==> src/design/cslex_pkg.sv <==
// ----------------------------------------------------------------------------
// cslex_pkg: shared definitions of the C subset lexical scanner
// Token class codes, scan mode codes, keyword table, result word layout and
// the character classification helpers used by the scanner.
// ----------------------------------------------------------------------------
package cslex_pkg;

  localparam int unsigned MaxTokenLenDefault = 20;
  localparam int unsigned NumberWidthDefault = 32;

  localparam int unsigned KwChars = 6;
  localparam int unsigned KwCount = 7;

  localparam logic [5:0] ClsIdent   = 6'd7;
  localparam logic [5:0] ClsNumber  = 6'd8;
  localparam logic [5:0] ClsInvalid = 6'd34;

  localparam logic [1:0] ModeIdle   = 2'd0;
  localparam logic [1:0] ModeIdent  = 2'd1;
  localparam logic [1:0] ModeNumber = 2'd2;
  localparam logic [1:0] ModeOper   = 2'd3;

  localparam logic [7:0] KwText [KwCount][KwChars] = '{
    '{"i", "f", 8'h00, 8'h00, 8'h00, 8'h00},
    '{"w", "h", "i", "l", "e", 8'h00},
    '{"r", "e", "t", "u", "r", "n"},
    '{"e", "l", "s", "e", 8'h00, 8'h00},
    '{"i", "n", "t", 8'h00, 8'h00, 8'h00},
    '{"f", "l", "o", "a", "t", 8'h00},
    '{"v", "o", "i", "d", 8'h00, 8'h00}
  };
  localparam logic [2:0] KwLen [KwCount] = '{3'd2, 3'd5, 3'd6, 3'd4, 3'd3, 3'd5, 3'd4};

  typedef struct packed {
    logic [5:0]  token_class;
    logic [31:0] number_value;
    logic [4:0]  token_length;
    logic        overflow;
    logic        last_of_run;
  } cslex_res_t;

  typedef struct packed {
    cslex_res_t res0;
    cslex_res_t res1;
    logic       two;
  } cslex_pair_t;

  function automatic logic is_letter(logic [7:0] c);
    return (c >= "a" && c <= "z") || (c >= "A" && c <= "Z");
  endfunction

  function automatic logic is_digit(logic [7:0] c);
    return c >= "0" && c <= "9";
  endfunction

  function automatic logic two_capable(logic [7:0] c);
    return c inside {">", "<", "|", "&", "=", "!"};
  endfunction

  function automatic logic oper_pairs(logic [7:0] first, logic [7:0] second);
    logic hit;
    if (first == "|" || first == "&") begin
      hit = (second == first);
    end else begin
      hit = (second == "=");
    end
    return hit;
  endfunction

  function automatic logic [5:0] oper_single(logic [7:0] c);
    logic [5:0] cls;
    case (c)
      ">": cls = 6'd9;
      "<": cls = 6'd11;
      "|": cls = 6'd13;
      "&": cls = 6'd15;
      "+": cls = 6'd17;
      "-": cls = 6'd18;
      "*": cls = 6'd19;
      "/": cls = 6'd20;
      "=": cls = 6'd21;
      ";": cls = 6'd23;
      "(": cls = 6'd24;
      ")": cls = 6'd25;
      "{": cls = 6'd26;
      "}": cls = 6'd27;
      "$": cls = 6'd28;
      "#": cls = 6'd29;
      "!": cls = 6'd30;
      ".": cls = 6'd32;
      ",": cls = 6'd33;
      default: cls = ClsInvalid;
    endcase
    return cls;
  endfunction

endpackage

==> src/design/cslex_step.sv <==
// ----------------------------------------------------------------------------
// cslex_step: next-state and result logic of the scanner
// Given the current scan state and one character, computes the next state,
// the keyword buffer write and up to two result words.
// ----------------------------------------------------------------------------
module cslex_step #(
  parameter int unsigned MAX_TOKEN_LEN = cslex_pkg::MaxTokenLenDefault,
  parameter int unsigned NUMBER_WIDTH  = cslex_pkg::NumberWidthDefault,
  localparam int unsigned LenW         = $clog2(MAX_TOKEN_LEN)
) (
  input  logic [7:0]              char_i,
  input  logic [1:0]              mode_i,
  input  logic [LenW-1:0]         len_i,
  input  logic [NUMBER_WIDTH-1:0] acc_i,
  input  logic                    ovf_i,
  input  logic [7:0]              pend_i,
  input  logic [7:0]              kw_i [cslex_pkg::KwChars],
  output logic [1:0]              mode_o,
  output logic [LenW-1:0]         len_o,
  output logic [NUMBER_WIDTH-1:0] acc_o,
  output logic                    ovf_o,
  output logic [7:0]              pend_o,
  output logic                    kw_we_o,
  output logic [2:0]              kw_idx_o,
  output logic                    pair_valid_o,
  output cslex_pkg::cslex_pair_t  pair_o
);
  import cslex_pkg::*;

  localparam int unsigned ProdW = NUMBER_WIDTH + 4;

  logic             let_c, dig_c, len_room;
  logic [3:0]       digit;
  logic [ProdW-1:0] acc_ext, prod;
  logic [63:0]      value_ext;
  logic [7:0]       len_ext;
  logic [6:0]       kw_hit;
  logic [5:0]       ident_cls;
  logic             a_v, b_v;
  cslex_res_t       res_a, res_b;

  assign let_c     = is_letter(char_i);
  assign dig_c     = is_digit(char_i);
  assign digit     = 4'(char_i - 8'h30);
  assign len_room  = len_i < LenW'(MAX_TOKEN_LEN - 1);
  assign acc_ext   = ProdW'(acc_i);
  assign prod      = (acc_ext << 3) + (acc_ext << 1) + ProdW'(digit);
  assign value_ext = 64'(acc_i);
  assign len_ext   = 8'(len_i);

  always_comb begin
    for (int n = 0; n < KwCount; n++) begin
      kw_hit[n] = !ovf_i && (len_i == LenW'(KwLen[n]));
      for (int i = 0; i < KwChars; i++) begin
        if (i < int'(KwLen[n]) && kw_i[i] != KwText[n][i]) begin
          kw_hit[n] = 1'b0;
        end
      end
    end
    ident_cls = ClsIdent;
    for (int n = KwCount - 1; n >= 0; n--) begin
      if (kw_hit[n]) begin
        ident_cls = 6'(n);
      end
    end
  end

  always_comb begin
    mode_o   = mode_i;
    len_o    = len_i;
    acc_o    = acc_i;
    ovf_o    = ovf_i;
    pend_o   = pend_i;
    kw_we_o  = 1'b0;
    kw_idx_o = len_i[2:0];
    a_v      = 1'b0;
    b_v      = 1'b0;
    res_a    = '0;
    res_b    = '0;
    if (mode_i == ModeIdent && (let_c || dig_c)) begin
      if (len_room) begin
        kw_we_o = len_i < LenW'(KwChars);
        len_o   = len_i + LenW'(1);
      end else begin
        ovf_o = 1'b1;
      end
    end else if (mode_i == ModeNumber && dig_c) begin
      if (prod[ProdW-1:NUMBER_WIDTH] != '0) begin
        ovf_o = 1'b1;
      end
      acc_o = prod[NUMBER_WIDTH-1:0];
      if (len_room) begin
        len_o = len_i + LenW'(1);
      end
    end else if (mode_i == ModeOper && oper_pairs(pend_i, char_i)) begin
      a_v                = 1'b1;
      res_a.token_class  = oper_single(pend_i) + 6'd1;
      res_a.token_length = 5'd2;
      mode_o             = ModeIdle;
    end else begin
      case (mode_i)
        ModeIdent: begin
          a_v                = 1'b1;
          res_a.token_class  = ident_cls;
          res_a.token_length = len_ext[4:0];
          res_a.overflow     = ovf_i;
        end
        ModeNumber: begin
          a_v                = 1'b1;
          res_a.token_class  = ClsNumber;
          res_a.number_value = value_ext[31:0];
          res_a.token_length = len_ext[4:0];
          res_a.overflow     = ovf_i;
        end
        ModeOper: begin
          a_v                = 1'b1;
          res_a.token_class  = oper_single(pend_i);
          res_a.token_length = 5'd1;
        end
        default: begin
        end
      endcase
      mode_o = ModeIdle;
      if (char_i == " ") begin
        b_v = 1'b0;
      end else if (char_i == 8'h00) begin
        b_v               = 1'b1;
        res_b.token_class = ClsInvalid;
      end else if (let_c) begin
        mode_o   = ModeIdent;
        kw_we_o  = 1'b1;
        kw_idx_o = 3'd0;
        len_o    = LenW'(1);
        ovf_o    = 1'b0;
      end else if (dig_c) begin
        mode_o = ModeNumber;
        acc_o  = NUMBER_WIDTH'(digit);
        len_o  = LenW'(1);
        ovf_o  = 1'b0;
      end else if (two_capable(char_i)) begin
        mode_o = ModeOper;
        pend_o = char_i;
      end else begin
        b_v                = 1'b1;
        res_b.token_class  = oper_single(char_i);
        res_b.token_length = 5'd1;
      end
    end
  end

  always_comb begin
    pair_valid_o = a_v || b_v;
    pair_o.two   = a_v && b_v;
    pair_o.res0  = a_v ? res_a : res_b;
    pair_o.res1  = res_b;
    pair_o.res0.last_of_run = !(a_v && b_v);
    pair_o.res1.last_of_run = 1'b1;
  end

endmodule

==> src/design/c_subset_lexical_scanner_unit.sv <==
// ----------------------------------------------------------------------------
// c_subset_lexical_scanner_unit: streaming tokenizer for a small C subset
// Takes one character per word and emits token words through a two-entry
// queue of result pairs.
// A token word enters the result queue register when the character that ends it is accepted.
// Throughput: one character per cycle while results drain at one word per
// cycle; a character that yields two words is delivered as two successive words.
// Input ready drops only while both queue entries hold undelivered results.
// Reset clears the scan state and the queue; the keyword buffer is not reset.
// ----------------------------------------------------------------------------
module c_subset_lexical_scanner_unit #(
  parameter int unsigned MAX_TOKEN_LEN = cslex_pkg::MaxTokenLenDefault,
  parameter int unsigned NUMBER_WIDTH  = cslex_pkg::NumberWidthDefault
) (
  input  logic        clk_i,
  input  logic        rst_ni,
  input  logic        s_axis_tvalid_i,
  output logic        s_axis_tready_o,
  // [7:0] char_code
  input  logic [7:0]  s_axis_tdata_i,
  output logic        m_axis_tvalid_o,
  input  logic        m_axis_tready_i,
  // [5:0] token_class, [37:6] number_value, [42:38] token_length,
  // [43] overflow, [47:44] zero
  output logic [47:0] m_axis_tdata_o,
  output logic        m_axis_tlast_o
);
  import cslex_pkg::*;

  localparam int unsigned LenW = $clog2(MAX_TOKEN_LEN);

  logic [1:0]              mode_q, mode_d;
  logic [LenW-1:0]         len_q, len_d;
  logic [NUMBER_WIDTH-1:0] acc_q, acc_d;
  logic                    ovf_q, ovf_d;
  logic [7:0]              pend_q, pend_d;
  logic [7:0]              kw_q [KwChars];
  logic                    kw_we;
  logic [2:0]              kw_idx;
  logic                    pair_valid;
  cslex_pair_t             pair;

  cslex_pair_t             queue_q [2];
  logic                    wr_ptr_q, rd_ptr_q, sub_q;
  logic [1:0]              cnt_q;
  logic                    in_fire, out_fire, push, pop;
  cslex_pair_t             head;
  cslex_res_t              out_res;

  cslex_step #(
    .MAX_TOKEN_LEN(MAX_TOKEN_LEN),
    .NUMBER_WIDTH (NUMBER_WIDTH)
  ) u_step (
    .char_i      (s_axis_tdata_i),
    .mode_i      (mode_q),
    .len_i       (len_q),
    .acc_i       (acc_q),
    .ovf_i       (ovf_q),
    .pend_i      (pend_q),
    .kw_i        (kw_q),
    .mode_o      (mode_d),
    .len_o       (len_d),
    .acc_o       (acc_d),
    .ovf_o       (ovf_d),
    .pend_o      (pend_d),
    .kw_we_o     (kw_we),
    .kw_idx_o    (kw_idx),
    .pair_valid_o(pair_valid),
    .pair_o      (pair)
  );

  assign s_axis_tready_o = cnt_q != 2'd2;
  assign in_fire         = s_axis_tvalid_i && s_axis_tready_o;
  assign push            = in_fire && pair_valid;
  assign head            = queue_q[rd_ptr_q];
  assign out_res         = sub_q ? head.res1 : head.res0;
  assign m_axis_tvalid_o = cnt_q != 2'd0;
  assign out_fire        = m_axis_tvalid_o && m_axis_tready_i;
  assign pop             = out_fire && (sub_q || !head.two);
  assign m_axis_tdata_o  = {4'b0000, out_res.overflow, out_res.token_length,
                            out_res.number_value, out_res.token_class};
  assign m_axis_tlast_o  = out_res.last_of_run;

  always_ff @(posedge clk_i or negedge rst_ni) begin
    if (!rst_ni) begin
      mode_q <= ModeIdle;
      len_q  <= '0;
      acc_q  <= '0;
      ovf_q  <= 1'b0;
      pend_q <= '0;
    end else if (in_fire) begin
      mode_q <= mode_d;
      len_q  <= len_d;
      acc_q  <= acc_d;
      ovf_q  <= ovf_d;
      pend_q <= pend_d;
    end
  end

  always_ff @(posedge clk_i) begin
    if (in_fire && kw_we) begin
      kw_q[kw_idx] <= s_axis_tdata_i;
    end
  end

  always_ff @(posedge clk_i) begin
    if (push) begin
      queue_q[wr_ptr_q] <= pair;
    end
  end

  always_ff @(posedge clk_i or negedge rst_ni) begin
    if (!rst_ni) begin
      wr_ptr_q <= 1'b0;
      rd_ptr_q <= 1'b0;
      sub_q    <= 1'b0;
      cnt_q    <= 2'd0;
    end else begin
      if (push) begin
        wr_ptr_q <= !wr_ptr_q;
      end
      if (pop) begin
        rd_ptr_q <= !rd_ptr_q;
      end
      if (out_fire) begin
        sub_q <= !pop;
      end
      cnt_q <= cnt_q + 2'(push) - 2'(pop);
    end
  end

`ifndef SYNTHESIS
  a_cnt_bound: assert property (@(posedge clk_i) disable iff (!rst_ni)
    cnt_q != 2'd3)
    else $error("result queue count out of range");

  a_sub_two: assert property (@(posedge clk_i) disable iff (!rst_ni)
    (m_axis_tvalid_o && sub_q) |-> head.two)
    else $error("second result offered from a single-result entry");

  a_last_end: assert property (@(posedge clk_i) disable iff (!rst_ni)
    (m_axis_tvalid_o && (sub_q || !head.two)) |-> m_axis_tlast_o)
    else $error("final word of a character lacks tlast");

  a_len_sat: assert property (@(posedge clk_i) disable iff (!rst_ni)
    len_q <= LenW'(MAX_TOKEN_LEN - 1))
    else $error("token length beyond saturation limit");

  a_oper_pend: assert property (@(posedge clk_i) disable iff (!rst_ni)
    (mode_q == ModeOper) |-> two_capable(pend_q))
    else $error("pending operator cannot start a two-character operator");
`endif

endmodule
==> config.mk <==
export PLATFORM = sky130hd
export DESIGN_NAME = c_subset_lexical_scanner_unit
export DESIGN_NICKNAME = d
export VERILOG_FILES = /design/src/design/cslex_pkg.sv /design/src/design/cslex_step.sv /design/src/design/c_subset_lexical_scanner_unit.sv
export SDC_FILE = /design/constraint.sdc
export NUM_CORES = 1
export LEC_CHECK = 0
export ABC_AREA = 1
export BUFFER_PORTS_ARGS = -buffer_cell sky130_fd_sc_hd__buf_2
export CAP_MARGIN = 30
export CORE_UTILIZATION = 33
export CTS_BUF_LIST = sky130_fd_sc_hd__clkbuf_8
export DETAILED_ROUTE_END_ITERATION = 12
export MAX_ROUTING_LAYER = met4
export PLACE_DENSITY = 0.52
export SLEW_MARGIN = 20
export SYNTH_ARGS = -nofsm -noshare
export SYNTH_HDL_FRONTEND = slang
export SYNTH_SLANG_ARGS = --single-unit
==> constraint.sdc <==
create_clock -name clk_i -period 6.7 [get_ports clk_i]
set_input_delay 0.67 -clock clk_i [delete_from_list [all_inputs] [get_ports clk_i]]
set_output_delay 0.67 -clock clk_i [all_outputs]
set_load 0.02 [all_outputs]
---- After elaboration in Yosys (flattened, before gate mapping) ----
Memories as Yosys holds them, arrays and structs flattened.
Index checks and enable logic that the tools add are counted.
storage, ports and cells
  flip-flop bits (word level) ............. 101
  input bits .............................. 12
  word-level logic and storage cells ...... 297
  memories kept ........................... 1
  bits in writable memories ............... 114
  output and inout bits ................... 51
memories
  name     depth  bits a word  rd ports  clocked after memory_dff  wr ports  RTL line                             source
  queue_q  2      57           1         0                         1         c_subset_lexical_scanner_unit.sv:43  cslex_pair_t queue_q [2];
cells by class
  $lt $le $gt $ge ......................... 10
  equal/unequal tests ..................... 83
  reductions and logical operators ........ 42
  add/subtract/negate cells ............... 7
  bitwise logic cells ..................... 8
  multiplexer cells ....................... 131
operators with widths
  kind                                                             number
  equality test 8 x 6 -> 1 bit (second input constant)             33
  2-to-1 mux 32 bit                                                8
  case mux 6 bit (19 select lines)                                 2
  != test 8 x 7 -> 1 bit (second input constant)                   25
  2-to-1 mux 6 bit                                                 18
  2-to-1 mux 45 bit                                                2
  2-to-1 mux 44 bit                                                2
  2-to-1 mux 5 bit                                                 16
  2-to-1 mux 1 bit                                                 66
  bitwise mux 48 bit                                               1
  equality test 8 x 7 -> 1 bit (second input constant)             6
  adder 35 x 33 -> 36 bit                                          1
  adder 36 x 4 -> 36 bit                                           1
  demux 8 bit (select 3 bit)                                       1
  logical AND 1 bit                                                18
  2-to-1 mux 3 bit                                                 6
  case mux 6 bit (3 select lines)                                  1
  >= comparator 8 x 7 -> 1 bit (second input constant)             2
  less-or-equal comparator 8 x 7 -> 1 bit (second input constant)  2
  equality test 5 x 3 -> 1 bit (second input constant)             3
  AND reduction 7 bit                                              2
  2-to-1 mux 2 bit                                                 6
  equality test 5 x 2 -> 1 bit (second input constant)             2
  case mux 5 bit (2 select lines)                                  1
  32 further kinds                                                 56

---- Depth between registers and ports, before layout ----
Gate-level depths: netlist of the first run.
  word-level depth ........................ 18
  mapped depth ............................ 20
  depth with buffers taken out ............ 20

---- Cells and area by module ----
A second synthesis of the first run with hierarchy kept.
unflattened totals
  cells, all modules ...................... 1885
  area, all modules ....................... 16424.5 um^2
by module, submodules not included
  module                         times used  sequential area each (um^2)  area an instance (um^2)  cells each
  c_subset_lexical_scanner_unit  1           8232.9                       10473.8                  753
  cslex_step                     1           0.0                          5950.7                   1132

---- Worst setup path after synthesis of the first run ----
OpenSTA, ideal clock, no wires.
  kind .................................... input port to flip-flop
  from .................................... input port s_axis_tdata_i[2]
  to ...................................... memory queue_q[0][0] (netlist bit), enable pin
  buffers on the path ..................... 1
  required time ........................... 6.236 ns
  slack ................................... 2.209 ns
  cell stages on the path ................. 11
  arrival time ............................ 4.027 ns
  library setup time ...................... 0.464 ns
  cells stage by stage .................... buf_6 nand2_1 inv_1 nand2_1 or2_1 nand3_2 nor3_2 nand3_1 nand2_1 nand2_2 nor2_1
between the ends
  longest elaborated chain between the ends .. 14
  elaborated cells between the ends (all ways) .. 42
  classes of those cells .................. order compare: 6; eq/ne: 8; mux: 16; reduce/logical: 12
RTL lines
  item                                                                                   RTL line                              source
  start: declaration                                                                     c_subset_lexical_scanner_unit.sv:20   input logic [7:0] s_axis_tdata_i,
  parallel branches: the longest is 10 deep, another holds >= comparator 8 x 6 -> 1 bit  -
  logical OR 1 bit (*)                                                                   cslex_step.sv:152                     pair_valid_o = a_v || b_v;
  logical AND 1 bit (*)                                                                  c_subset_lexical_scanner_unit.sv:74   assign push = in_fire && pair_valid;
  2-to-1 mux 1 bit (*)                                                                   c_subset_lexical_scanner_unit.sv:107  if (push) begin
  2-to-1 mux 1 bit (implied by the code) (*)                                             c_subset_lexical_scanner_unit.sv:108  queue_q[wr_ptr_q] <= pair;
  end: declaration                                                                       c_subset_lexical_scanner_unit.sv:43
Every way passes the cells marked *. The select of a mux whose other input is x is not followed.

---- Worst setup path after layout of the first run ----
  from .................................... register mode_q[0]
  to ...................................... memory queue_q[1][16] (netlist bit), enable pin
between the ends
  longest elaborated chain between the ends .. 10
  elaborated cells between the ends (all ways) .. 18
  classes of those cells .................. eq/ne: 3; mux: 9; reduce/logical: 6
RTL lines
  item                                         RTL line                              source
  start: declaration                           c_subset_lexical_scanner_unit.sv:32   logic [1:0] mode_q, mode_d;
  start signal: assignment                     c_subset_lexical_scanner_unit.sv:86   mode_q <= ModeIdle;
  start signal: assignment                     c_subset_lexical_scanner_unit.sv:92   mode_q <= mode_d;
  equality test 2 bit (tied with other cells)  cslex_step.sv:95, cslex_step.sv:101
  OR reduction 3 bit (no source line)          -
  2-to-1 mux 1 bit                             cslex_step.sv:101                     case (mode_i)
  2-to-1 mux 1 bit                             cslex_step.sv:95                      end else if (mode_i == ModeOper && oper_pairs(pend_i, char_i)) begin
  2-to-1 mux 1 bit                             cslex_step.sv:87                      end else if (mode_i == ModeNumber && dig_c) begin
  2-to-1 mux 1 bit                             cslex_step.sv:80                      if (mode_i == ModeIdent && (let_c || dig_c)) begin
  logical OR 1 bit (*)                         cslex_step.sv:152
  logical AND 1 bit (*)                        c_subset_lexical_scanner_unit.sv:74
  2-to-1 mux 1 bit (*)                         c_subset_lexical_scanner_unit.sv:107
  2-to-1 mux 1 bit (implied by the code) (*)   c_subset_lexical_scanner_unit.sv:108
Mark *: on every way between the ends. The rest lies on a longest branch, timed or not.

==> impl_metrics.tcl, run 1 <==
set metrics [dict create \
    status "completed" \
    final_common_cell "nand2_1" \
    period_share 0.544 \
    ys_seq_area_frac 0.483 \
    die_x_um 195 \
    synthFlopType "edfxtp_1" \
    maxCapViolCount 0 \
    ios 63 \
    cp.required_ps 6900 \
    grt_pass1_vias 9838 \
    slew_headroom 0.453 \
    synth_cell_type_count 52 \
    syn-mean-instance-area_um2 8.34 \
    r2r_slack_ps 3050 \
    slew_violations 0 \
    antennaDiodeCount 0 \
    combPwrFrac 0.456 \
    cts_setup_buffers 0 \
    path_cells "inv_1 -> ha_1 -> clkinv_1 -> nor2_4 -> inv_2 -> nand2_8 -> nor2_8 -> inv_2 -> nand2_1 -> nand2_2 -> nor2_4 -> buf_4" \
    synth_edf_count 154 \
    drt-pass1-iter-count 5 \
    grtUsageTotal 0.191 \
    die-area_um2 38100 \
    cts_resized 0 \
    most-common-layout-cells "345 x nand2_1, 227 x nor2_1, 190 x inv_1" \
    grt_max_degree 55 \
    hold_viol_final 0 \
    drt-total-wl_mm 34.7 \
    pwr-share-seq 0.338 \
    area_delta_synth_final_pct 11.9 \
    critPathTopFamily "buffers and inverters" \
    wl_per_cell_um 17.0 \
    p_int_w 0.00298 \
    fin_nets 1636 \
    drc 0 \
    powerDensity_nw_per_um2 389 \
    grt_pass1_wl_mm 55.3 \
    cp-endpoint "queue_q[1][16]" \
    row_count 70 \
    r2r-start "mode_q[0]" \
    cts_hold_buf 0 \
    setup_viol 0 \
    yosysWarnings 0 \
    avgViaCountPerCell 4.98 \
    design_area_um2 13800 \
    switching_share 0.444 \
    fin_tns_setup_ps 0 \
    io_buffers 58 \
    grt_setup_unrepaired "false" \
    syn_inst 1476 \
    clock_path_buffers 3 \
    tightest_slew_ps 821 \
    cp_slowest_cell "nor2_4" \
    drive_gt1_frac 0.101 \
    insertion_delay_ps 550 \
    utilization 0.376 \
    antenna_found_initial 1 \
    critical_path.max_stage_delay_ps 620 \
    clkPwrFrac 0.206 \
    gp_congestion 0.919 \
    core_um2 36700 \
    vdd_drop_max_uv 152 \
    finalPower_w 0.00537 \
    dr.first_iter.drc_count 731 \
    nFillCells 3776 \
    timing.hold.ws_ps 311 \
    timing.critical_path.from "mode_q[0]" \
    worst_hold_path_type "in2async" \
    finalCriticalPeriod_ps 3650 \
    globalRoute.totalOverflow 0 \
    max_freq_mhz 274 \
    cts_tree "done" \
    critPathBufInv 5 \
    ys_ff_latch 207 \
    cp.depth 12 \
    cp_max_fo 28 \
    syn_area_um2 12300 \
    cts_sinks 207 \
    die_h_um 195 \
    path_class "reg2reg" \
    cts_root_buffer "clkbuf_8" \
    critPathLaunchType "flip-flop" \
    finClkSkew_ps 14.3 \
    p_switching_w 0.00238 \
    htreeDepth 2 \
    start_util 0.336 \
    clk_pin_slew_ps 60 \
    endpoint_kind "flip-flop" \
    leakage_nw 6.18 \
    place_area_um2 13100 \
    ant_nets 0 \
    dr_total_vias 10200 \
    numCtsBuffers 35 \
    hpwlAfterDp_mm 25.9 \
    arrival_ps 3840 \
    rr_worst_depth 12 \
    r2r-end "queue_q[1][16]" \
    synthArstFlopShare 0.256 \
]
sequential cells by signal, summed over array words and instances, names as in the netlist:
register	count
sub_q	1
ovf_q	1
len_q	5
acc_q	32
cnt_q	2
mode_q	2
rd_ptr_q	1
pend_q	8
wr_ptr_q	1
queue_q	106
kw_q	48
cells in the mapped netlist (all sizes together) (3+ instances only):
cell type | n | area [um^2]
a21o | 3 | 22.5
a21oi | 51 | 255
a31oi | 6 | 37.5
and2 | 5 | 31.3
and3 | 4 | 25.0
buf | 15 | 119
clkbuf | 20 | 75.1
dfrtp | 53 | 1330
edfxtp | 154 | 4620
ha | 74 | 926
inv | 193 | 724
nand2 | 350 | 1360
nand3 | 66 | 355
nand4 | 26 | 163
nor2 | 233 | 911
nor3 | 45 | 262
nor4 | 8 | 62.6
o211ai | 3 | 22.5
o21ai | 100 | 500
o21bai | 6 | 45.0
o22ai | 18 | 113
o31ai | 3 | 22.5
or2 | 7 | 43.8
xnor2 | 7 | 61.3
xor2 | 9 | 78.8
cells by family after synthesis:
group / synth area share
AND/OR/NAND/NOR: 0.263
XOR/XNOR: 0.0114
flip-flops: 0.483
adder cells (fa/ha/maj): 0.0784
buffers and inverters: 0.0752
other: 0.000305
AO/OA/AOI/OAI: 0.0882
worst min path at each step:
| stage | from | to | slack, ps | cells after the start |
|---|---|---|---|---|
| 2_1_floorplan | rst_ni | acc_q[0] | 370 | 0 |
| 5_1_grt | rst_ni | rd_ptr_q | 360 | 2 |
| 6_report | rst_ni | acc_q[23] | 310 | 2 |
| 4_1_cts | rst_ni | mode_q[1] | 310 | 2 |
| 3_3_place_gp | acc_q[2] | acc_q[2] | 520 | 2 |
| 3_5_place_dp | acc_q[2] | acc_q[2] | 520 | 2 |
power by group through the flow:
stage	Combinational (W)	Clock, W	Sequential (W)
floorplan	0.00174	0	0.00177
global placement	0.00243	0	0.00183
detailed placement	0.00244	0	0.00184
CTS	0.00245	0.00114	0.00181
global route	0.00275	0.00119	0.00184
finish	0.00245	0.00110	0.00181
final cells by class:
cell class	instances	area, um^2	share of cell area
Sequential cell	207	5950	0.432
Multi-Input combinational cell	1042	5460	0.396
Inverter	195	732	0.0531
Tap cell	468	586	0.0425
Clock buffer	38	523	0.0379
Timing Repair Buffer	67	378	0.0274
Clock inverter	25	151	0.0110
layer usage:
metal | vias up | global-route usage | wire length [um]
met3 | 46 | 0.0221 | 1620
met1 | 4810 | 0.284 | 17800
met5 | - | - | 0
met2 | 257 | 0.274 | 14700
met4 | 0 | 0.0478 | 587
li1 | 5053 | - | -
stage by stage:
stage / instances / worst slack, ps
finish: 2042 / 3050
global route: 2042 / 2670
CTS: 2041 / 2950
detailed placement: 1978 / 2710
global placement: 1978 / 2800
floorplan: 1479 / 2210
No activity file was read; power rests on OpenSTA's default activity.
==> run 2: changes to the inputs <==
clock period = 3.8 ns   (was 6.7 ns; I/O delays follow)
==> run 2 against run 1 <==
Critical path depth shrank 7. Cell area rose by 1.8%. Flip-flop and latch count unchanged. Total power rose by 80%. Setup slack worse by 2200 ps. Global-route usage is 0.18 points lower. Sequential power up 75%. Cell count rose by 1.0%. Non-clock buffer count increased by 13. Wire length decreased by 1.5%. Register-to-register slack worse by 2100 ps. Die area unchanged. Largest cell class unchanged.
==> impl_metrics.tcl, run 2 (same netlist as run 1, synthesis figures left out) <==
set metrics [dict create \
    status "completed" \
    arrival_ps 2540 \
    clkPwrFrac 0.229 \
    path_class "reg2out" \
    start_util 0.336 \
    pwr-share-seq 0.328 \
    clk_pin_slew_ps 50 \
    grt_max_degree 55 \
    drc 0 \
    grtUsageMet2 0.289 \
    dr_total_vias 10100 \
    die_h_um 195 \
    p_switching_w 0.00413 \
    r2r-start "acc_q[0]" \
    dpl_worst_slack_ps 630 \
    insertion_delay_ps 570 \
    row_count 70 \
    setup_viol 0 \
    gr-usage-met3 0.0335 \
    dr.first_iter.drc_count 681 \
    tightest_slew_ps 780 \
    cts_hold_buf 1 \
    cts_setup_buffers 0 \
    cts_tree "done" \
    htreeDepth 2 \
    ant_nets 0 \
    switching_share 0.428 \
    antenna_found_initial 0 \
    slew_headroom 0.479 \
    gr-max-usage-layer "met2" \
    hpwlAfterDp_mm 25.0 \
    clock_path_buffers 3 \
    worst_hold_path_type "in2reg" \
    antennaDiodeCount 0 \
    final_common_cell "nand2_1" \
    rr_worst_depth 19 \
    area_delta_synth_final_pct 13.9 \
    finalCriticalPeriod_ps 2920 \
    max_freq_mhz 342 \
    fin_nets 1653 \
    core_um2 36700 \
    ios 63 \
    grt_pass1_wl_mm 54.7 \
    maxCapViolCount 0 \
    largest_reg_flops 106 \
    r2r-end "ovf_q" \
    fin_tns_setup_ps 0 \
    cp.required_ps 3420 \
    slew_violations 0 \
    leakage_nw 6.36 \
    powerDensity_nw_per_um2 689 \
    reg.largest.list "queue_q: 106 flops, kw_q: 48 flops, acc_q: 32 flops" \
    grt_pass1_vias 10000 \
    min_from "m_axis_tready_i" \
    cts_root_buffer "clkbuf_8" \
    grt_use_met1 0.251 \
    hold_viol_final 0 \
    cts_resized 0 \
    globalRoute.totalOverflow 0 \
    drt-total-wl_mm 34.2 \
    finClkSkew_ps 13.9 \
    grt_setup_unrepaired "false" \
    combPwrFrac 0.443 \
    numCtsBuffers 39 \
    wl_per_cell_um 16.6 \
    die_x_um 195 \
    p_int_w 0.00553 \
    timing.hold.ws_ps 107 \
    holdPathStages 3 \
    finalWorstSetupSlack_ps 879 \
    hold_path_end "sub_q" \
    die-area_um2 38100 \
    drive_gt1_frac 0.105 \
    endpoint_kind "output pin" \
    vdd_drop_max_uv 361 \
    avgViaCountPerCell 4.89 \
    most-common-layout-cells "345 x nand2_1, 227 x nor2_1, 202 x inv_1" \
    gp_congestion 0.959 \
    cp_max_fo 33 \
    grtUsageTotal 0.189 \
    cts_sinks 207 \
    drt-pass1-iter-count 5 \
    period_share 0.769 \
    critPathLaunchType "flip-flop" \
    r2r_slack_ps 960 \
    top_register "queue_q" \
    io_buffers 58 \
]
[run 2: changes by cell type in the layout (fill, tap and decap cells not counted), sizes merged, moves of 2 or more]
cell      before  now
buf           67   79
bufinv         1    3
clkbuf        38   44
clkinv        16    9
clkinvlp       4    0
inv          199  210
[run 2: power groups by stage]
stage	combinational [W]	sequential [W]	clock [W]
floorplan	0.00307	0.00312	0
global placement	0.00432	0.00321	0
detailed placement	0.00431	0.00321	0
CTS	0.00434	0.00317	0.00229
global route	0.00486	0.00322	0.00238
finish	0.00428	0.00317	0.00221
[run 2: critical path, cell delays in order (launching register included)]
cell	delay, ps
dfrtp_1	490
inv_1	490
buf_4	440
o21ai_0	140
nor2_1	190
buf_2	200
[run 2: worst max-delay path by stage]
stage | startpoint | end | cells past startpoint
6_report | sub_q | m_axis_tdata_o[6] | 5
2_1_floorplan | mode_q[0] | queue_q[1][0] | 12
3_5_place_dp | s_axis_tdata_i[1] | queue_q[0][18] | 13
3_3_place_gp | s_axis_tdata_i[3] | ovf_q | 20
4_1_cts | sub_q | m_axis_tdata_o[20] | 5
5_1_grt | acc_q[0] | ovf_q | 18
[run 2: layout make-up]
class / count / area (um^2)
Multi-Input combinational cell: 1042 / 5460
Fill cell: 3740 / 22700
Tap cell: 468 / 586
Clock buffer: 44 / 606
Inverter: 195 / 732
Clock inverter: 27 / 183
Timing Repair Buffer: 80 / 508
Sequential cell: 207 / 5950
[run 2: per-stage QoR]
stage	utilization	total power, W	cells	area [um^2]
4_1_cts	0.382	0.00980	2063	14000
3_5_place_dp	0.360	0.00752	1991	13200
6_report	0.382	0.00966	2063	14000
2_1_floorplan	-	0.00620	1479	12300
3_3_place_gp	0.360	0.00753	1991	13200
5_1_grt	0.382	0.0105	2063	14000
[run 2: metal layers]
metal | wire, um | up-vias
met5 | 0 | -
met4 | 898 | 0
met3 | 1520 | 56
met2 | 14900 | 227
met1 | 16800 | 4719
li1 | - | 5091
